--- src/rtl/tesc_pkg.sv ---
`default_nettype none

package tesc_pkg;

    // request kinds
    localparam logic [2:0] REQ_ACCESS = 3'd0;
    localparam logic [2:0] REQ_FILL   = 3'd1;
    localparam logic [2:0] REQ_INVAL  = 3'd2;
    localparam logic [2:0] REQ_FLUSH  = 3'd3;
    localparam logic [2:0] REQ_CLEAR  = 3'd4;

    // controller -> datapath
    typedef struct packed {
        logic load_req;     // latch the input item
        logic ptr_zero;
        logic ptr_hand;     // scan pointer starts at the clock hand
        logic ptr_inc;      // advance scan pointer modulo entry count
        logic access;       // apply access, emit result
        logic fill_free;    // fill lowest invalid slot, emit result
        logic fill_victim;  // evict slot at pointer, fill it, emit result
        logic inv_step;     // invalidate entry at pointer on page match
        logic inv_emit;     // emit invalidate result
        logic flush_emit;   // emit entry at pointer, then invalidate it
        logic emit_null;    // emit all-zero result with last
        logic clear_all;
        logic clear_use;
    } cmd_t;

    // datapath -> controller
    typedef struct packed {
        logic [2:0] req_type;
        logic       out_free;
        logic       any_invalid;
        logic       any_valid;
        logic       cur_valid;
        logic       cur_class0;  // use 0, dirty 0 at pointer
        logic       cur_class1;  // use 0, dirty 1 at pointer
        logic       ptr_last;
        logic       more_valid;  // a valid entry above the pointer
    } status_t;

endpackage

`default_nettype wire

--- src/rtl/tesc_dp.sv ---
`default_nettype none

module tesc_dp
    import tesc_pkg::*;
#(
    parameter int TLB_ENTRIES = 4,
    parameter int PAGE_BITS   = 16,
    parameter int SLOT_W      = 2
) (
    input  wire logic                 aclk,
    input  wire logic                 aresetn,
    input  wire cmd_t                 cmd,
    output status_t                   status,
    input  wire logic [2:0]           req_type,
    input  wire logic [SLOT_W-1:0]    entry_index,
    input  wire logic                 write_access,
    input  wire logic [PAGE_BITS-1:0] page_number,
    input  wire logic                 page_dirty,
    input  wire logic                 m_tready,
    output logic                      m_tvalid,
    output logic [SLOT_W-1:0]         slot,
    output logic                      victim_valid,
    output logic [PAGE_BITS-1:0]      victim_page,
    output logic                      victim_dirty,
    output logic                      last
);

    localparam logic [SLOT_W-1:0] LAST_IDX = SLOT_W'(TLB_ENTRIES - 1);

    // latched request
    logic [2:0]           req_type_reg, req_type_next;
    logic [SLOT_W-1:0]    idx_reg, idx_next;
    logic                 wr_reg, wr_next;
    logic [PAGE_BITS-1:0] pg_reg, pg_next;
    logic                 pdirty_reg, pdirty_next;

    // entry state
    logic [TLB_ENTRIES-1:0] valid_reg, valid_next;
    logic [TLB_ENTRIES-1:0] use_reg, use_next;
    logic [TLB_ENTRIES-1:0] dirty_reg, dirty_next;
    logic [PAGE_BITS-1:0]   page_reg [TLB_ENTRIES];
    logic [SLOT_W-1:0]      hand_reg, hand_next;

    logic [SLOT_W-1:0] ptr_reg, ptr_next;
    logic              found_reg, found_next;
    logic [SLOT_W-1:0] first_reg, first_next;

    // result register
    logic                 m_tvalid_reg, m_tvalid_next;
    logic [SLOT_W-1:0]    slot_reg, slot_next;
    logic                 vv_reg, vv_next;
    logic [PAGE_BITS-1:0] vp_reg, vp_next;
    logic                 vd_reg, vd_next;
    logic                 last_reg, last_next;

    logic [PAGE_BITS-1:0] cur_page;
    logic [SLOT_W-1:0]    free_idx;
    logic [SLOT_W-1:0]    fill_slot;
    logic                 more_valid;
    logic                 inv_hit;
    logic                 idx_ok;
    logic                 fill;
    logic                 emit;
    logic                 out_free;

    assign cur_page = page_reg[ptr_reg];
    assign inv_hit  = valid_reg[ptr_reg] && (cur_page == pg_reg);
    assign idx_ok   = {1'b0, idx_reg} < (SLOT_W + 1)'(TLB_ENTRIES);
    assign fill     = cmd.fill_free || cmd.fill_victim;
    assign fill_slot = cmd.fill_victim ? ptr_reg : free_idx;
    assign emit     = cmd.access || cmd.fill_free || cmd.fill_victim || cmd.inv_emit
                      || cmd.flush_emit || cmd.emit_null;
    assign out_free = !m_tvalid_reg || m_tready;

    always_comb begin
        free_idx = '0;
        for (int i = TLB_ENTRIES - 1; i >= 0; i--) begin
            if (!valid_reg[i]) begin
                free_idx = SLOT_W'(i);
            end
        end
    end

    always_comb begin
        more_valid = 1'b0;
        for (int i = 0; i < TLB_ENTRIES; i++) begin
            if (valid_reg[i] && (SLOT_W'(i) > ptr_reg)) begin
                more_valid = 1'b1;
            end
        end
    end

    always_comb begin
        status.req_type    = req_type_reg;
        status.out_free    = out_free;
        status.any_invalid = !(&valid_reg);
        status.any_valid   = |valid_reg;
        status.cur_valid   = valid_reg[ptr_reg];
        status.cur_class0  = !use_reg[ptr_reg] && !dirty_reg[ptr_reg];
        status.cur_class1  = !use_reg[ptr_reg] && dirty_reg[ptr_reg];
        status.ptr_last    = (ptr_reg == LAST_IDX);
        status.more_valid  = more_valid;
    end

    always_comb begin
        req_type_next = req_type_reg;
        idx_next      = idx_reg;
        wr_next       = wr_reg;
        pg_next       = pg_reg;
        pdirty_next   = pdirty_reg;
        if (cmd.load_req) begin
            req_type_next = req_type;
            idx_next      = entry_index;
            wr_next       = write_access;
            pg_next       = page_number;
            pdirty_next   = page_dirty;
        end
    end

    always_comb begin
        ptr_next = ptr_reg;
        if (cmd.ptr_zero) begin
            ptr_next = '0;
        end else if (cmd.ptr_hand) begin
            ptr_next = hand_reg;
        end else if (cmd.ptr_inc) begin
            ptr_next = (ptr_reg == LAST_IDX) ? '0 : ptr_reg + 1'b1;
        end
    end

    always_comb begin
        valid_next = valid_reg;
        use_next   = use_reg;
        dirty_next = dirty_reg;
        hand_next  = hand_reg;
        found_next = found_reg;
        first_next = first_reg;
        if (cmd.load_req) begin
            found_next = 1'b0;
        end
        if (cmd.clear_all) begin
            valid_next = '0;
        end
        if (cmd.clear_use) begin
            use_next = '0;
        end
        if (cmd.access && idx_ok && valid_reg[idx_reg]) begin
            use_next[idx_reg] = 1'b1;
            if (wr_reg) begin
                dirty_next[idx_reg] = 1'b1;
            end
        end
        if (fill) begin
            valid_next[fill_slot] = 1'b1;
            use_next[fill_slot]   = 1'b0;
            dirty_next[fill_slot] = pdirty_reg;
        end
        if (cmd.fill_victim) begin
            hand_next = ptr_reg;
        end
        if (cmd.inv_step && inv_hit) begin
            valid_next[ptr_reg] = 1'b0;
            if (!found_reg) begin
                found_next = 1'b1;
                first_next = ptr_reg;
            end
        end
        if (cmd.flush_emit) begin
            valid_next[ptr_reg] = 1'b0;
        end
    end

    always_comb begin
        m_tvalid_next = m_tvalid_reg && !m_tready;
        slot_next     = slot_reg;
        vv_next       = vv_reg;
        vp_next       = vp_reg;
        vd_next       = vd_reg;
        last_next     = last_reg;
        if (emit) begin
            m_tvalid_next = 1'b1;
            slot_next     = '0;
            vv_next       = 1'b0;
            vp_next       = '0;
            vd_next       = 1'b0;
            last_next     = 1'b1;
            if (cmd.access) begin
                slot_next = idx_reg;
            end else if (cmd.fill_free) begin
                slot_next = free_idx;
            end else if (cmd.fill_victim || cmd.flush_emit) begin
                slot_next = ptr_reg;
                vv_next   = 1'b1;
                vp_next   = cur_page;
                vd_next   = dirty_reg[ptr_reg];
                last_next = cmd.fill_victim || !more_valid;
            end else if (cmd.inv_emit) begin
                if (found_reg) begin
                    slot_next = first_reg;
                end else if (inv_hit) begin
                    slot_next = ptr_reg;
                end
            end
        end
    end

    always_ff @(posedge aclk) begin
        if (!aresetn) begin
            valid_reg    <= '0;
            use_reg      <= '0;
            dirty_reg    <= '0;
            hand_reg     <= '0;
            ptr_reg      <= '0;
            found_reg    <= 1'b0;
            m_tvalid_reg <= 1'b0;
        end else begin
            valid_reg    <= valid_next;
            use_reg      <= use_next;
            dirty_reg    <= dirty_next;
            hand_reg     <= hand_next;
            ptr_reg      <= ptr_next;
            found_reg    <= found_next;
            m_tvalid_reg <= m_tvalid_next;
        end
    end

    always_ff @(posedge aclk) begin
        req_type_reg <= req_type_next;
        idx_reg      <= idx_next;
        wr_reg       <= wr_next;
        pg_reg       <= pg_next;
        pdirty_reg   <= pdirty_next;
        first_reg    <= first_next;
        slot_reg     <= slot_next;
        vv_reg       <= vv_next;
        vp_reg       <= vp_next;
        vd_reg       <= vd_next;
        last_reg     <= last_next;
        if (fill) begin
            page_reg[fill_slot] <= pg_reg;
        end
    end

    assign m_tvalid     = m_tvalid_reg;
    assign slot         = slot_reg;
    assign victim_valid = vv_reg;
    assign victim_page  = vp_reg;
    assign victim_dirty = vd_reg;
    assign last         = last_reg;

    a_emit_free: assert property (@(posedge aclk) disable iff (!aresetn)
        emit |-> out_free)
        else $error("result written while output register busy");

    a_victim_full: assert property (@(posedge aclk) disable iff (!aresetn)
        cmd.fill_victim |-> (&valid_reg))
        else $error("eviction with a free slot available");

    a_fill_valid: assert property (@(posedge aclk) disable iff (!aresetn)
        fill |=> valid_reg[slot_reg] && (hand_reg == $past(hand_next)))
        else $error("filled slot not valid after fill");

endmodule

`default_nettype wire

--- src/rtl/tesc_ctrl.sv ---
`default_nettype none

module tesc_ctrl
    import tesc_pkg::*;
#(
    parameter int TLB_ENTRIES = 4,
    parameter int SLOT_W      = 2
) (
    input  wire logic    aclk,
    input  wire logic    aresetn,
    input  wire logic    s_tvalid,
    output logic         s_tready,
    input  wire status_t status,
    output cmd_t         cmd
);

    localparam logic [2:0] ST_IDLE  = 3'd0;
    localparam logic [2:0] ST_EXEC  = 3'd1;
    localparam logic [2:0] ST_VIC   = 3'd2;
    localparam logic [2:0] ST_INV   = 3'd3;
    localparam logic [2:0] ST_FLUSH = 3'd4;

    localparam logic [SLOT_W-1:0] LAST_N = SLOT_W'(TLB_ENTRIES - 1);

    logic [2:0]        state_reg, state_next;
    logic [SLOT_W-1:0] n_reg, n_next;     // steps in the current lap
    logic              cls_reg, cls_next; // 0: clean candidates, 1: dirty ones
    logic              rnd_reg, rnd_next; // second round after use bits cleared
    logic              vic_hit;

    assign vic_hit = cls_reg ? status.cur_class1 : status.cur_class0;

    always_comb begin
        state_next = state_reg;
        n_next     = n_reg;
        cls_next   = cls_reg;
        rnd_next   = rnd_reg;
        cmd        = '0;
        s_tready   = 1'b0;
        case (state_reg)
            ST_IDLE: begin
                s_tready = 1'b1;
                if (s_tvalid) begin
                    cmd.load_req = 1'b1;
                    cmd.ptr_zero = 1'b1;
                    state_next   = ST_EXEC;
                end
            end
            ST_EXEC: begin
                case (status.req_type)
                    REQ_ACCESS: begin
                        if (status.out_free) begin
                            cmd.access = 1'b1;
                            state_next = ST_IDLE;
                        end
                    end
                    REQ_FILL: begin
                        if (status.any_invalid) begin
                            if (status.out_free) begin
                                cmd.fill_free = 1'b1;
                                state_next    = ST_IDLE;
                            end
                        end else begin
                            cmd.ptr_hand = 1'b1;
                            n_next       = '0;
                            cls_next     = 1'b0;
                            rnd_next     = 1'b0;
                            state_next   = ST_VIC;
                        end
                    end
                    REQ_INVAL: begin
                        state_next = ST_INV;
                    end
                    REQ_FLUSH: begin
                        if (status.any_valid) begin
                            state_next = ST_FLUSH;
                        end else if (status.out_free) begin
                            cmd.emit_null = 1'b1;
                            state_next    = ST_IDLE;
                        end
                    end
                    REQ_CLEAR: begin
                        if (status.out_free) begin
                            cmd.emit_null = 1'b1;
                            cmd.clear_all = 1'b1;
                            state_next    = ST_IDLE;
                        end
                    end
                    default: begin
                        if (status.out_free) begin
                            cmd.emit_null = 1'b1;
                            state_next    = ST_IDLE;
                        end
                    end
                endcase
            end
            ST_VIC: begin
                if (vic_hit) begin
                    if (status.out_free) begin
                        cmd.fill_victim = 1'b1;
                        state_next      = ST_IDLE;
                    end
                end else begin
                    // a full lap brings the pointer back to the hand
                    cmd.ptr_inc = 1'b1;
                    if (n_reg == LAST_N) begin
                        n_next = '0;
                        if (!cls_reg) begin
                            cls_next = 1'b1;
                        end else begin
                            cls_next      = 1'b0;
                            cmd.clear_use = 1'b1;
                            rnd_next      = 1'b1;
                        end
                    end else begin
                        n_next = n_reg + 1'b1;
                    end
                end
            end
            ST_INV: begin
                if (!status.ptr_last) begin
                    cmd.inv_step = 1'b1;
                    cmd.ptr_inc  = 1'b1;
                end else if (status.out_free) begin
                    cmd.inv_step = 1'b1;
                    cmd.inv_emit = 1'b1;
                    state_next   = ST_IDLE;
                end
            end
            ST_FLUSH: begin
                if (!status.cur_valid) begin
                    cmd.ptr_inc = 1'b1;
                end else if (status.out_free) begin
                    cmd.flush_emit = 1'b1;
                    if (status.more_valid) begin
                        cmd.ptr_inc = 1'b1;
                    end else begin
                        state_next = ST_IDLE;
                    end
                end
            end
            default: begin
                state_next = ST_IDLE;
            end
        endcase
    end

    always_ff @(posedge aclk) begin
        if (!aresetn) begin
            state_reg <= ST_IDLE;
            n_reg     <= '0;
            cls_reg   <= 1'b0;
            rnd_reg   <= 1'b0;
        end else begin
            state_reg <= state_next;
            n_reg     <= n_next;
            cls_reg   <= cls_next;
            rnd_reg   <= rnd_next;
        end
    end

    a_one_emit: assert property (@(posedge aclk) disable iff (!aresetn)
        $countones({cmd.access, cmd.fill_free, cmd.fill_victim, cmd.inv_emit,
                    cmd.flush_emit, cmd.emit_null}) <= 1)
        else $error("more than one result written in a cycle");

    // after use bits are cleared every entry is a candidate of one class
    a_victim_found: assert property (@(posedge aclk) disable iff (!aresetn)
        !((state_reg == ST_VIC) && rnd_reg && cls_reg && (n_reg == LAST_N)
          && !status.cur_class1))
        else $error("victim scan exhausted without a victim");

endmodule

`default_nettype wire

--- src/rtl/tlb_enhanced_second_chance_top.sv ---
`default_nettype none

// Channel  Dir  tuser           tdata (low bit up)                              tlast
// s_       in   req_type[2:0]   entry_index, write_access, page_number, page_dirty  -
// m_       out  -               slot, victim_valid, victim_page, victim_dirty       last
//
// A fill into a full TLB walks the entries one per cycle from the clock hand:
// up to two laps, a use-bit clear, then at most one more lap and one step.
// Reset clears valid, use and dirty bits and the hand at once; no clearing pass.
// A result waits in the output register while m_tready is low; the next item
// is taken once the current request has written its last result there.

module tlb_enhanced_second_chance_top
    import tesc_pkg::*;
#(
    parameter int TLB_ENTRIES = 4,
    parameter int PAGE_BITS   = 16
) (
    input  wire logic                aclk,
    input  wire logic                aresetn,
    input  wire logic                s_tvalid,
    output logic                     s_tready,
    // req_type
    input  wire logic [2:0]          s_tuser,
    // entry_index, write_access, page_number, page_dirty
    input  wire logic [((($clog2(TLB_ENTRIES) + PAGE_BITS + 2) + 7) / 8) * 8 - 1:0] s_tdata,
    output logic                     m_tvalid,
    input  wire logic                m_tready,
    // slot, victim_valid, victim_page, victim_dirty
    output logic [((($clog2(TLB_ENTRIES) + PAGE_BITS + 2) + 7) / 8) * 8 - 1:0] m_tdata,
    output logic                     m_tlast
);

    localparam int SLOT_W = $clog2(TLB_ENTRIES);
    localparam int FLD_W  = SLOT_W + PAGE_BITS + 2;
    localparam int DATA_W = ((FLD_W + 7) / 8) * 8;

    cmd_t    cmd;
    status_t status;

    logic [SLOT_W-1:0]    slot;
    logic                 victim_valid;
    logic [PAGE_BITS-1:0] victim_page;
    logic                 victim_dirty;

    tesc_ctrl #(
        .TLB_ENTRIES (TLB_ENTRIES),
        .SLOT_W      (SLOT_W)
    ) u_ctrl (
        .aclk     (aclk),
        .aresetn  (aresetn),
        .s_tvalid (s_tvalid),
        .s_tready (s_tready),
        .status   (status),
        .cmd      (cmd)
    );

    tesc_dp #(
        .TLB_ENTRIES (TLB_ENTRIES),
        .PAGE_BITS   (PAGE_BITS),
        .SLOT_W      (SLOT_W)
    ) u_dp (
        .aclk         (aclk),
        .aresetn      (aresetn),
        .cmd          (cmd),
        .status       (status),
        .req_type     (s_tuser),
        .entry_index  (s_tdata[SLOT_W-1:0]),
        .write_access (s_tdata[SLOT_W]),
        .page_number  (s_tdata[SLOT_W+PAGE_BITS:SLOT_W+1]),
        .page_dirty   (s_tdata[SLOT_W+PAGE_BITS+1]),
        .m_tready     (m_tready),
        .m_tvalid     (m_tvalid),
        .slot         (slot),
        .victim_valid (victim_valid),
        .victim_page  (victim_page),
        .victim_dirty (victim_dirty),
        .last         (m_tlast)
    );

    assign m_tdata = DATA_W'({victim_dirty, victim_page, victim_valid, slot});

endmodule

`default_nettype wire

--- config.mk ---
export PLATFORM = sky130hd
export DESIGN_NAME = tlb_enhanced_second_chance_top
export DESIGN_NICKNAME = d
export VERILOG_FILES = /design/src/rtl/tesc_pkg.sv /design/src/rtl/tesc_dp.sv /design/src/rtl/tesc_ctrl.sv /design/src/rtl/tlb_enhanced_second_chance_top.sv
export SDC_FILE = /design/constraint.sdc
export NUM_CORES = 1
export LEC_CHECK = 0
export ABC_CLOCK_PERIOD_IN_PS = 3750
export BUFFER_PORTS_ARGS = -buffer_cell sky130_fd_sc_hd__buf_4
export CAP_MARGIN = 5
export CORE_MARGIN = 8
export CORE_UTILIZATION = 35
export CTS_CLUSTER_DIAMETER = 200
export CTS_CLUSTER_SIZE = 12
export DETAILED_ROUTE_END_ITERATION = 12
export GPL_TIMING_DRIVEN = 0
export SYNTH_ARGS = -nofsm -noshare
export SYNTH_HDL_FRONTEND = slang
export SYNTH_HIERARCHICAL = 1
export SYNTH_SLANG_ARGS = --single-unit
--- constraint.sdc ---
create_clock -name aclk -period 3.75 [get_ports aclk]
set_clock_uncertainty 0.05 [all_clocks]
set_input_delay 0.375 -clock aclk [delete_from_list [all_inputs] [get_ports aclk]]
set_output_delay 0.375 -clock aclk [all_outputs]
set_load 0.02 [all_outputs]
Yosys cells after proc, flatten, opt, wreduce, memory -nomap -nowiden
Memories as Yosys holds them, arrays and structs flattened. A register that Yosys moved wholly into a read port is not among the register bits.
Index checks and enable logic that the tools add are counted.
{"block": "classes", "reduce_logical": 41, "n_lt_le_gt_ge": 10, "eq_ne": 21, "n_addsub": 2, "bitwise_logic": 11, "muxes": 108}
{"op": "2-bit 2-to-1 mux", "count": 26}
{"op": "1-bit 2-to-1 mux", "count": 49}
{"op": "4-bit 2-to-1 mux", "count": 10}
{"op": "3-bit 2-to-1 mux", "count": 9}
{"op": "16-bit == test", "count": 1}
{"op": "3-bit one-hot mux with 5 select lines", "count": 1}
{"op": "1-bit logical AND", "count": 13}
{"op": "4-bit AND", "count": 3}
{"op": "3-bit by 2-bit == test with 1-bit output, second input constant", "count": 4}
{"op": "2-bit by 1-bit != test with 1-bit output, second input constant", "count": 6}
{"op": "4-bit OR", "count": 3}
{"op": "1-bit logical OR", "count": 9}
{"op": "2-bit by 3-bit < comparator with 1-bit output, second input constant", "count": 3}
{"op": "3-bit one-hot mux with 3 select lines", "count": 1}
{"op": "1-bit binary-select mux with 2-bit select", "count": 4}
{"op": "2-bit != test, second input constant", "count": 4}
{"op": "4-bit NOT", "count": 2}
{"op": "4-bit AND reduction", "count": 2}
{"op": "1-bit demux with 2-bit select", "count": 3}
{"op": "3-bit by 1-bit == test with 1-bit output, second input constant", "count": 2}
{"op": "3-bit == test, second input constant", "count": 2}
{"op": "2-bit by 1-bit greater-or-equal comparator with 1-bit output, second input constant", "count": 3}
{"op": "3-bit zero test", "count": 2}
{"op": "1-bit one-hot mux with 3 select lines", "count": 2}
{"op": "16 further kinds", "count": 29}
{"block": "word_totals", "word_cells": 215, "regBits": 70, "output_inout_bits": 27, "ram_bits": 64, "inputBits": 31, "mem_count": 1}
{"memory": "u_dp.page_reg", "depth": 4, "word_bits": 16, "read_ports": 1, "rd_clocked_by_memory_dff": 1, "write_ports": 1, "line_no": "tesc_dp.sv:41", "rtl": "logic [PAGE_BITS-1:0] page_reg [TLB_ENTRIES];"}

Longest topological paths before layout
{"block": "logic_depth", "depth_word": 18, "mapped_depth": 12, "depth_no_buf": 10}

By module
Netlist, hierarchy kept.
{"module": "tesc_dp", "cells_each": 332, "n_inst": 1, "seq_area_each_um2": 3703.6, "area_each_um2": 5402.7}
{"module": "tesc_ctrl", "cells_each": 79, "n_inst": 1, "seq_area_each_um2": 120.1, "area_each_um2": 606.8}
{"module": "tlb_enhanced_second_chance_top", "cells_each": 7, "n_inst": 1, "seq_area_each_um2": 0.0, "area_each_um2": 48.8}

Least setup slack after synthesis
OpenSTA, ideal clock, no wires.
{"block": "synth_timing", "path_kind": "register to register", "startpoint": "register u_dp.ptr_reg[0]", "endpoint": "register u_dp.valid_reg[3]", "setup_slack_ns": -0.360, "arrival_time_ns": 3.977, "setup_time_ns": 0.082, "stages_incl_launch_ff": 11, "required_ns": 3.618, "cell_sequence": "dfxtp_1 > buf_2 > mux4_2 > nor2_1 > mux2i_1 > nor3b_1 > clkbuf_1 > nor2_1 > a211oi_1 > o211ai_1 > a41oi_1"}
{"item": "start, declared", "line_no": "tesc_dp.sv:44", "rtl": "logic [SLOT_W-1:0] ptr_reg, ptr_next;"}
{"item": "start signal, assigned", "line_no": "tesc_dp.sv:221", "rtl": "ptr_reg <= ptr_next;"}
{"item": "end signal, assigned", "line_no": "tesc_dp.sv:217", "rtl": "valid_reg <= valid_next;"}
{"item": "end, declared", "line_no": "tesc_dp.sv:38", "rtl": "logic [TLB_ENTRIES-1:0] valid_reg, valid_next;"}

==> run_results.csv <==
group,metric,value,unit
sta,setup_viol,0,
power_and_ir_drop,leakage,2.621,nW
drt,dr.pass1.iters,4,
layout,drive_gt1_frac,0.2838,
cts,cts_tree,"yes",
sta,tns,0,ps
drt,wirelength,13720,um
global_route,grt_pass1_vias,3980,
worst_setup_path,r2r_start,"u_dp/ptr_reg[0]",
worst_hold_path,hold_class,"input pin to flop",
floorplan,ios,58,
layout,nets,535,
floorplan,num_rows,48,
yosys,ys_seq_area_frac,0.6311,
placed_design,globalplace.congestion,0.8635,
yosys,ys.flop_type,"edfxtp_1",
cts,cts_inserted_buffers,17,
floorplan,initial_core_util,0.3539,
placed_design,place_ws,-748.5,ps
global_route,grt_pass1_wl,21850,um
yosys,ys_ff_latch,136,
global_route,grtUsageTotal,0.1321,
placed_design,dp.final_hpwl,9276,um
sta,maxSlewViolCount,0,
layout,antenna_cells,0,
flow_run,cap_violations,0,
sta,worst_pin_slew,820.7,ps
run_status,outcome,"complete, no violations",
cts,clock-sinks,136,
cts,cts-root-buf,"clkbuf_16",
worst_hold_path,hold_path_startpoint,"s_tdata[7]",
cts,path_clk_slew,60,ps
global_route,grt_remaining_overflow,0,
global_route,grt_max_degree,25,
yosys,synth.yosys.warnings,6,
sta,min_period,3645,ps
yosys,synth-edff-count,110,
drt,drcViolationCount,0,
worst_setup_path,cp_cell_sequence,"buf_2 -> mux4_2 -> nor2b_1 -> mux2i_2 -> nor3b_2 -> clkbuf_2 -> nor2_1 -> nor4b_4 -> buf_4 -> a211oi_1 -> nor3_1",
worst_setup_path,cp-start-kind,"flop",
drt,vias,3759,
yosys,syn_inst,418,
worst_setup_path,startpoint,"u_dp/ptr_reg[0]",
drt,viasPerCell,5.107,
floorplan,fp.dieH,147.6,um
yosys,synth.cell_area,6058,um^2
worst_setup_path,critPathKind,"flop to flop",
floorplan,core_area,17120,um^2
sta,fmaxAchievable,274.3,MHz
yosys,avgSynthCellArea,14.49,um^2
floorplan,dieWidth,147.6,um
worst_setup_path,critPathMaxFanout,10,
placed_design,portBuffers,49,
layout,syn_to_final_growth,23.73,%
worst_setup_path,critPathCaptureType,"flop",
drt,postRouteAntennaNets,0,
cts,clk_path_buf_depth,2,
worst_setup_path,worstPathRequired,3980,ps
global_route,antenna_found_initial,0,
sta,period_share,0.9720,
cts,h-tree-depth,4,
worst_setup_path,cp.buffers_inverters,3,
yosys,synth_cell_type_count,70,
worst_setup_path,worst-endpoint-arrival,3870,ps
placed_design,placed_area,6808,um^2
worst_setup_path,path_delay_family,"simple AND/OR/NAND/NOR gates",
power_and_ir_drop,vdd_drop_max,0.3029,mV
power_and_ir_drop,power.density,477.1,nW/um^2
worst_setup_path,max_stage_delay,680,ps
sta,setup_slack,104.9,ps
sta,hold_viol_final,0,
layout,largest_reg_flops,64,
floorplan,die_area,21780,um^2
sta,rsz0062_at_grt,"yes",
drt,wl_per_cell,18.65,um
yosys,async_reset_ff_frac,0,
sta,max_slew_margin,0.4508,
cts,clkLatencyLatePin,420,ps
layout,fin_area,7496,um^2
drt,dr.first_iter.drc_count,275,
worst_setup_path,cpMaxStageDelayCell,"nor2_1",
==> cell families after synthesis <==
logic type,count (synthesis),synth area share
fa+ha+maj,6,0.01239
buf+inv,45,0.03965
mux,30,0.09005
flops,136,0.6311
other cells,1,0.0006190
simple gates,124,0.1287
compound gates,62,0.07725
xor+xnor,14,0.02024
==> worst register-to-register path: stages (launching register included) <==
cell	delay, ps
dfxtp_1	390
buf_2	300
mux4_2	570
nor2b_1	160
mux2i_2	300
nor3b_2	120
clkbuf_2	220
nor2_1	680
nor4b_4	130
buf_4	220
a211oi_1	260
nor3_1	90
==> metrics by stage <==
step | std cells | util | hold slack [ps] | power [mW]
floorplan | 421 | - | 391.8 | 1.830
global placement | 695 | 0.3928 | 401.9 | 1.909
detailed placement | 698 | 0.3977 | 422.2 | 1.916
CTS | 736 | 0.4370 | 58.73 | 3.610
global route | 736 | 0.4379 | 50.03 | 3.691
finish | 736 | 0.4379 | 75.37 | 3.576
==> power breakdown <==
| part | internal, mW | switching, mW |
|---|---|---|
| Clock | 1.05 | 0.637 |
| Combinational | 0.0752 | 0.104 |
| Sequential | 1.68 | 0.0299 |
| Total | 2.81 | 0.771 |
==> cells in the mapped netlist, drive strengths merged (4+ instances only) <==
master,number,area [um^2]
a211oi,5,37.54
a21oi,13,65.06
a41oi,4,35.03
and2,20,126.4
buf,18,138.9
clkbuf,7,26.28
dfxtp,26,520.5
edfxtp,110,3303
ha,6,75.07
inv,20,75.07
mux2i,11,110.1
mux4,19,435.4
nand2,19,71.32
nand2b,8,50.05
nand3,5,25.02
nand4,5,31.28
nor2,16,60.06
nor2b,10,62.56
nor3,10,50.05
nor3b,7,63.81
nor4,4,61.31
nor4b,4,56.30
o211ai,4,30.03
o21ai,8,43.79
xnor2,11,96.34
==> layer usage <==
| layer | GRT usage | vias up | routed length [um] |
|---|---|---|---|
| met3 | 0.03730 | 18 | 669 |
| li1 | - | 1761 | - |
| met4 | 0.05252 | 0 | 221 |
| met2 | 0.2206 | 96 | 7020 |
| met1 | 0.1582 | 1884 | 5811 |
| met5 | 0 | - | 0 |
==> worst paths after layout <==
path                                           to  slack, ps  cells past startpoint
worst max-delay path            u_dp/dirty_reg[0]        100                     11
worst min-delay path               u_dp/pg_reg[4]         80                      1
worst max register to register  u_dp/dirty_reg[0]        100                     11
worst min register to register   u_dp/hand_reg[1]        430                      2
==> final cells by class <==
class,count,area (um^2)
plain buffers,25,167.7
well taps,225,281.5
fillers,1566,9620
multi-input cells,240,2076
inverters,20,78.83
clock buffers,19,432.9
repair buffers,58,466.7
flip-flops and latches,136,3824
clock inverters,13,168.9
==> cell usage in the layout, fill, tap and decap left out, types with 6 or more instances in the layout <==
master     Yosys  layout
ha_1           6       6
a21oi_1       13      13
and2_1        19      19
nand2b_1       8       8
buf_4          9      64
dfxtp_1       26      26
mux2i_1       11      10
nor2b_1       10      10
clkbuf_16      0      17
nand2_1       19      18
inv_1         20      19
xnor2_1       11      11
nor2_1        16      16
clkbuf_1       7       6
edfxtp_1     110     110
o21ai_0        6       6
nor3_1        10      10
mux4_2        17      17
==> timing repair <==
| action | 4_1_cts | 5_1_grt |
|---|---|---|
| pin swaps | 3 | 0 |
| buffers inserted | 6 | 0 |
| gates resized for setup | 7 | 4 |
| endpoints found under the setup margin | 98 | 90 |
| endpoints found under the hold margin | 0 | 0 |
| hold buffers | 0 | 0 |
No activity file was read; power rests on OpenSTA's default activity.
